===== src/rtl/mic_pkg.sv =====
// ----------------------------------------------------------------------------
// mic_pkg
// shared constants and the job record passed from front to back
// ----------------------------------------------------------------------------
package mic_pkg;

  localparam int NLANE  = 9;
  localparam int AW     = 16;
  localparam int ADJW   = 33;
  localparam int AMW    = 32;
  localparam int DW     = 49;
  localparam int MW     = 48;
  localparam int FRAC   = 28;
  localparam int NUMW   = 61;
  localparam int QW     = 32;
  localparam int DSTAGE = 32;
  localparam int FDEPTH = 2;

  localparam logic [QW-1:0] INV_MAX_POS = 32'h7fff_ffff;
  localparam logic [QW-1:0] INV_MAX_NEG = 32'h8000_0000;

  typedef struct packed {
    logic [NLANE-1:0][AMW-1:0] adj_mag;
    logic [NLANE-1:0]          adj_neg;
    logic [DW-1:0]             det;
    logic [MW-1:0]             det_mag;
    logic                      singular;
  } mic_job_t;

endpackage


===== src/rtl/mic_fifo.sv =====
// ----------------------------------------------------------------------------
// mic_fifo
// short job queue between front and back, show-ahead read
// ----------------------------------------------------------------------------
module mic_fifo (
  input  logic              clk,
  input  logic              rst,
  input  logic              push,
  input  mic_pkg::mic_job_t push_job,
  input  logic              pop,
  output mic_pkg::mic_job_t pop_job,
  output logic              empty,
  output logic              full
);

  mic_pkg::mic_job_t mem [mic_pkg::FDEPTH];
  logic [$clog2(mic_pkg::FDEPTH)-1:0] wptr, rptr;
  logic [$clog2(mic_pkg::FDEPTH):0]   count;
  logic                               do_push, do_pop;

  assign empty   = (count == '0);
  assign full    = (count == ($clog2(mic_pkg::FDEPTH)+1)'(mic_pkg::FDEPTH));
  assign do_push = push && !full;
  assign do_pop  = pop && !empty;
  assign pop_job = mem[rptr];

  always_ff @(posedge clk) begin
    if (rst) begin
      wptr  <= '0;
      rptr  <= '0;
      count <= '0;
    end else begin
      if (do_push) wptr <= wptr + 1'b1;
      if (do_pop) rptr <= rptr + 1'b1;
      count <= count + (do_push ? 1'b1 : 1'b0) - (do_pop ? 1'b1 : 1'b0);
    end
  end

  always_ff @(posedge clk) begin
    if (do_push) mem[wptr] <= push_job;
  end

endmodule


===== config.mk =====
export PLATFORM = sky130hd
export DESIGN_NAME = mic_fifo
export DESIGN_NICKNAME = d
export VERILOG_FILES = /design/src/rtl/mic_pkg.sv /design/src/rtl/mic_fifo.sv
export SDC_FILE = /design/constraint.sdc
export NUM_CORES = 1
export LEC_CHECK = 0
export BUFFER_PORTS_ARGS = -buffer_cell sky130_fd_sc_hd__buf_2
export CORE_AREA = 2 2 306 308
export CTS_CLUSTER_DIAMETER = 150
export DETAILED_ROUTE_END_ITERATION = 8
export DIE_AREA = 0 0 308 310
export GPL_TIMING_DRIVEN = 0
export HOLD_SLACK_MARGIN = 0.12
export PLACE_DENSITY = 0.54
export SETUP_SLACK_MARGIN = 0.5
export SYNTH_ARGS = -nofsm -noshare
export SYNTH_HDL_FRONTEND = slang
export SYNTH_SLANG_ARGS = --single-unit
export TNS_END_PERCENT = 50

===== constraint.sdc =====
create_clock -name clk -period 30.8 [get_ports clk]
set_clock_uncertainty 0.05 [all_clocks]
set_input_delay 3.08 -clock clk [delete_from_list [all_inputs] [get_ports clk]]
set_output_delay 3.08 -clock clk [all_outputs]
set_load 0.1 [all_outputs]

==> metrics.md, run 1 <==
| Metric | Value |
|---|---|
| Status | `finished, final reports clean` |
| Share of cells above drive strength 1 | `61.3%` |
| Met2 GRT Util | `approximately 25%` |
| Total GRT Usage | `14.2%` |
| Critical path class | `register to primary output` |
| Grt peak-use layer | `met2` |
| CP Capture Type | `primary output` |
| # resized after CTS | `0` |
| CTS root buf | `clkbuf_16` |
| Placer Congestion | `approximately 0.8` |
| FF-to-FF setup slack | `around 28 ns` |
| Global route overflow | `0` |
| Setup crit start kind | `register` |
| Deepest clock path buffer count | `3` |
| Max_slew headroom | `about half` |
| Mapped Nets | `1,657` |
| DRC | `0` |
| Synth unique cells | `20` |
| DRT Pass-1 Iters | `5` |
| Post-route ant nets | `0` |
| Routed vias | `between 15,000 and 20,000` |
| Final wirelength | `72,000 µm` |
| Cts bufs inserted | `85` |
| Maxcap violations | `0` |
| Core area | `92,500 µm²` |
| Start point of the worst hold path | `wptr` |
| Pre-CTS setup slack | `24.99 ns` |
| # fillers | `8,473` |
| Vias per Instance | `4.38` |
| Reg-to-reg startpoint | `count[0]` |
| Final nets | `2,550` |
| Die area | `95,500 µm²` |
| Chip width | `just over 300 µm` |
| Fin crit share | `17.9%` |
| #FFs+latches synth | `795` |
| Mean Syn Cell Area | `23.0 µm²` |
| Pin count of the biggest net entering global routing | `109` |
| Worst path required time | `27.67 ns` |
| Skew-Pair Late Insertion Delay | `0.64 ns` |
| Fmax | `around 0.18 GHz` |
| Final hold slack | `0.455 ns` |
| Rows | `112` |
| I/O pins | `between 700 and 800` |
| Starting Density | `between 30% and 40%` |
| WL per Instance | `about 21 µm` |
| Non-filler instance count after layout | `about 3,400` |
| Met3 Usage GRT | `5.61%` |
| Setup TNS | `0 ns` |
| Hold Fails Final Rpt | `0` |
| Reg2Reg Capture Point | `mem[0][389]` |
| Final Max Tran Viols | `0` |
| Final HPWL DP | `51,900 µm` |
| Antenna violations before repair | `29` |
| Worst EP arrival | `2.38 ns` |
| FF-to-FF path depth | `6` |
| H-Tree Depth | `3` |
| TritonCTS clock tree | `built` |
| Most frequent cells in the layout | `799 x buf_2, 790 x edfxtp_1, 395 x mux2_2` |
| Vias in the first global route | `15,768` |
| I/O Buffers | `between 700 and 800` |
| Clock-pin slew on the worst setup and hold paths | `0.06 ns` |
| CP Max Fanout | `10` |
| Clock Sinks | `795` |
| Most common cell after layout, fill and taps aside | `buf_2` |
| Synth Warn # | `0` |
| Post-Syn Area | `28,900 µm²` |
| Hold depth | `2` |
| Die Height | `just over 300 µm` |
| PnR worst setup slack | `25.29 ns` |
| Layout area overhead | `29.3%` |
| Min-Delay Endpoint | `wptr` |
| Fin crit period | `5.51 ns` |
| CTS hold repair buffers | `0` |
| Post-CTS Setup Bufs | `0` |
| Worst slew pin tran | `0.738 ns` |
| HP Class | `register to register` |
| Synth Instances | `1,256` |
| Setup violators final | `0` |
| RSZ-0062 raised after global routing | `no` |
| Placed cells | `roughly 3,300` |
| Global-route wire length before repair | `99,900 µm` |
| DR iter-0 viols | `678` |
| Post-synthesis sequential area ratio | `82.5%` |
| Met1 Use GR | `14.5%` |
## registers in the layout, indices dropped and copies added (netlist names), named ones only
name,count
rptr,1
count,2
mem,790
wptr,1
## area by class of cell
| type | count | area [µm²] | share of cell area, % |
|---|---|---|---|
| diodes | 21 | 52.6 | 0.141 |
| plain buffers | 44 | 470 | 1.26 |
| clock buffers | 112 | 2290 | 6.14 |
| clock inverters | 40 | 323 | 0.865 |
| inverters | 4 | 22.5 | 0.0603 |
| multi-input cells | 413 | 4570 | 12.2 |
| flip-flops and latches | 795 | 23800 | 63.8 |
| well taps | 1197 | 1500 | 4.01 |
| repair buffers | 806 | 4270 | 11.5 |
## worst max path at each step
stage	start	to	slack (ns)
global placement	push	mem[1][352]	12.72
floorplan	push	mem[1][0]	17.85
finish	register	pop_job[217]	25.29
detailed placement	push	mem[0][352]	24.99
global route	register	pop_job[191]	25.12
CTS	register	pop_job[274]	25.11
## layer usage
layer | part of all wire, % | wire [µm]
met1 | 35 | 25100
met2 | 53 | 37900
met3 | 9.1 | 6530
met4 | 3.2 | 2270
met5 | 0.21 | 150
## cell usage after synthesis
library cell  instances  area (µm²)
buf_6                40         450
buf_2                 4        20.0
ha_1                  2        25.0
nand2b_1              1        6.26
nor2_1                4        15.0
inv_1                 4        15.0
nor3_1                1        5.00
and3_1                1        6.26
edfxtp_1            790       23700
o21ai_0               1        5.00
nand2_1               1        3.75
and2_1                1        6.26
xnor2_1               1        8.76
a21oi_1               1        5.00
nor2b_1               1        6.26
xor2_1                1        8.76
dfxtp_1               5         100
or3_1                 1        6.26
mux2_2              395        4450
o21a_1                1        7.51
## worst max-delay path: stages, from the launching register on
cell and delay (ns):
dfxtp_1 0.32, buf_6 0.18, buf_6 0.29, buf_6 0.22
mux2_2 0.39, buf_2 0.30
## cells by family (layout without fill, tap and decap cells)
group | Yosys count | in the layout | share of synthesized area (%)
flip-flops | 795 | 795 | 82.5
AO/OA/AOI/OAI | 3 | 3 | 0.0606
buffers and inverters | 48 | 1006 | 1.68
multiplexers | 395 | 395 | 15.4
XOR/XNOR | 2 | 2 | 0.0607
AND/OR/NAND/NOR | 11 | 11 | 0.191
adder cells (fa/ha/maj) | 2 | 2 | 0.0867
other | 0 | 21 | 0
## metrics by stage
stage | utilization, % | area [µm²]
after global routing | 40.3 | 37300
after CTS | 40.3 | 37300
after global placement | 37.1 | 34300
after detailed placement | 37.5 | 34700
final | 40.4 | 37300
after floorplan | - | 28900
Power of run 1 is left out: the tool's default activity adds up to more than one toggle a clock period on the data nets, which glitch-free logic cannot reach.
==> run 2: changes to the inputs <==
ABC_AREA = 1   (was not set)
PLACE_DENSITY = 0.56   (was 0.54)
clock period = 4.5 ns   (was 30.8 ns; I/O delays follow)
==> metrics.md, run 2 <==
| Metric | Value |
|---|---|
| Die area | `95,500 µm² (unchanged)` |
| Placed cells | `3,285 (+0.80%)` |
| Synth Warn # | `0 (unchanged)` |
| CTS root buf | `clkbuf_16` |
| Die Height | `310 µm (unchanged)` |
| DRT Pass-1 Iters | `5 (unchanged)` |
| DR iter-0 viols | `880 (+30%)` |
| Worst path required time | `4.78 ns (-22.89 ns)` |
| Reg with most FFs | `mem` |
| Synth area leader | `edfxtp_1` |
| Most common cell after layout, fill and taps aside | `buf_2` |
| Hold depth | `2 (unchanged)` |
| Layout area overhead | `45.0%` |
| Clock-pin slew on the worst setup and hold paths | `0.06 ns (about the same)` |
| Clk pwr share | `24.7%` |
| Starting Density | `31.2% (about the same)` |
| H-Tree Depth | `3 (unchanged)` |
| FF-to-FF setup slack | `1.41 ns (-26.31 ns)` |
| Most frequent cell after synthesis | `edfxtp_1` |
| Highest routed layer | `met4` |
| Post-synthesis sequential area ratio | `82.5% (about the same)` |
| Final Max Tran Viols | `0 (unchanged)` |
| Most frequent cells in the layout | `799 x buf_2, 790 x edfxtp_1, 398 x dlygate4sd3_1` |
| Synth area leaders | `edfxtp_1 82%, mux2_2 15%, buf_6 1.6%` |
| Share of the synthesized area in the top cell type | `82.1% (about the same)` |
| CP Capture Type | `register` |
| Comb pwr share | `43.2%` |
| Final hold slack | `0.470 ns (+0.0145 ns)` |
| Post-synth EDFFs | `790 (unchanged)` |
| Placement Cell Area | `34,900 µm² (+0.73%)` |
| Pleak | `15.7 nW` |
| VDD IR-drop max | `about 0.65 mV` |
| Switching pwr | `13.5 mW` |
| Top post-synthesis cells by count | `790 x edfxtp_1, 395 x mux2_2, 40 x buf_6` |
| Final nets | `2,976 (+17%)` |
| TritonCTS clock tree | `built` |
| Mean Syn Cell Area | `22.8 µm² (-0.87%)` |
| Vias in the first global route | `18,215 (+16%)` |
| Largest register FFs | `790 (unchanged)` |
| DRC | `0 (unchanged)` |
| Critical path class | `input pin to register` |
| Reg-to-reg startpoint | `count[0]` |
| Antenna violations before repair | `3 (-90%)` |
| Post-route ant nets | `0 (unchanged)` |
| Deepest clock path buffer count | `3 (unchanged)` |
| I/O pins | `796 (unchanged)` |
| Synth unique cells | `11 (-45%)` |
| Global route overflow | `0 (unchanged)` |
| Met3 routed wirelength | `5240 µm (-20%)` |
| Synth Instances | `1,268 (+0.96%)` |
| RSZ-0062 raised after global routing | `no` |
| Met2 Wirelength | `39,700 µm (+4.7%)` |
| Pre-CTS setup slack | `1.21 ns (-23.79 ns)` |
| HP Class | `input pin to register` |
| Setup violators final | `0 (unchanged)` |
| Worst slew pin tran | `0.655 ns (-0.0830 ns)` |
| Clock Sinks | `795 (unchanged)` |
| Non-filler instance count after layout | `3,848 (+12%)` |
| Top flop regs | `mem x790, count x2` |
| Mapped Nets | `1,669 (+0.72%)` |
| Hold Fails Final Rpt | `0 (unchanged)` |
| Met1 WL | `26,600 µm (+6.0%)` |
| Maxcap violations | `0 (unchanged)` |
| Routed vias | `16,656 (+11%)` |
| Core area | `92,500 µm² (unchanged)` |
| Share of cells above drive strength 1 | `52.9% (-8.5 points)` |
| Max_slew headroom | `56.3% (+5.4 points)` |
| WL per Instance | `19.2 µm (-8.3%)` |
| Start point of the worst hold path | `push_job[321]` |
| Reg2Reg Capture Point | `mem[1][367]` |
| Fmax | `0.322 GHz` |
| Power density cells | `713 nW/µm²` |
| Pin count of the biggest net entering global routing | `43 (-61%)` |
| Placer Congestion | `0.781 (-3.3%)` |
| Skew-Pair Late Insertion Delay | `0.63 ns (about the same)` |
| Fin crit share | `69.1%` |
| Top FF cell, synth | `edfxtp_1` |
| Cts bufs inserted | `87 (+2.4%)` |
| Setup crit start kind | `input pin` |
| CP Max Fanout | `42 (+32)` |
| Worst EP arrival | `3.39 ns (+1.01 ns)` |
| PnR worst setup slack | `1.39 ns (-23.90 ns)` |
| Fin crit period | `between 3 and 4 ns` |
| #FFs+latches synth | `795 (unchanged)` |
| FF-to-FF path depth | `10 (+4)` |
| Min-Delay Endpoint | `mem[0][321]` |
| Rows | `112 (unchanged)` |
| Global-route wire length before repair | `107,000 µm (+7.0%)` |
| Vias per Instance | `4.33 (-1.2%)` |
| Reg power frac | `32.1%` |
| Async SR Flop Fraction | `0% (unchanged)` |
| Post-CTS Setup Bufs | `0 (unchanged)` |
| Final instance area | `41,900 µm² (+12%)` |
| Final wirelength | `74,000 µm (+2.8%)` |
| Total GRT Usage | `14.8% (+0.60 points)` |
| Status | `finished, final reports clean` |
| Final HPWL DP | `52,800 µm (+1.7%)` |
| Chip width | `308 µm (unchanged)` |
| Int Power | `16.4 mW` |
| Sw Share | `45.2%` |
| I/O Buffers | `795 (unchanged)` |
| Post-Syn Area | `28,900 µm² (about the same)` |
run 2: per-stage QoR:
stage | setup TNS [ns] | power (mW) | util [%]
after CTS | 0 | 30.2 | 45.3
after detailed placement | 0 | 22.4 | 37.7
after floorplan | -1864.91 | 20.3 | -
final | 0 | 29.9 | 45.3
after global routing | 0 | 30.8 | 45.3
after global placement | -4507.82 | 22.5 | 37.2
run 2: worst max-delay path by stage:
stage / from / end / slack [ns]
5_1_grt: count[0] / mem[1][388] / 1.16
3_5_place_dp: push / mem[1][363] / 1.21
6_report: push / mem[1][367] / 1.39
3_3_place_gp: push / mem[1][121] / -5.96
4_1_cts: register / pop_job[0] / 1.19
2_1_floorplan: count[0] / mem[1][0] / -2.39
run 2: final cells by class:
type,instances,area (µm²)
fill,8023,50600
sequential,795,23800
timing repair buffer,1218,8480
multi-input combinational,419,4580
clock buffer,101,2230
tap,1197,1500
clock inverter,62,754
buffer,44,470
inverter,10,41.3
antenna,2,5.00
run 2: critical path: stages:
cell and delay, ns:
dlygate4sd3_1 0.54, buf_2 0.16, nand3_2 0.11, clkinvlp_4 0.48, buf_12 0.30, buf_12 0.23, buf_12 0.22, buf_12 0.26
buf_12 0.28, buf_12 0.26
run 2: what timing repair did:
item,in CTS,in global routing
resized for setup,0,0
hold buffers,398,0
hold endpoints to repair,795,0
run 2: power groups by stage:
| stage | sequential, mW | combinational [mW] | clock, mW |
|---|---|---|---|
| after floorplan | 9.94 | 10.4 | 0 |
| after global placement | 10.1 | 12.4 | 0 |
| after detailed placement | 9.74 | 12.7 | 0 |
| after CTS | 9.59 | 13.0 | 7.60 |
| after global routing | 9.67 | 13.3 | 7.86 |
| final | 9.58 | 12.9 | 7.38 |
run 2: layer usage:
metal | GRT usage, % | vias up
met4 | 6.15 | 0
met1 | 15.5 | 8259
met5 | 0 | -
met3 | 4.36 | 130
met2 | 27.6 | 561
li1 | - | 7706
run 2: kinds of logic (layout without fill, tap and decap cells):
| logic type | count (synthesis) | count (layout) | synth area share (%) |
|---|---|---|---|
| multiplexers | 395 | 395 | 15.4 |
| adder cells (fa/ha/maj) | 2 | 2 | 0.0866 |
| AO/OA/AOI/OAI | 2 | 2 | 0.0346 |
| flip-flops | 795 | 795 | 82.5 |
| buffers and inverters | 54 | 1435 | 1.76 |
| AND/OR/NAND/NOR | 20 | 20 | 0.273 |
| other | 0 | 2 | 0 |
No activity file was read; power rests on OpenSTA's default activity.
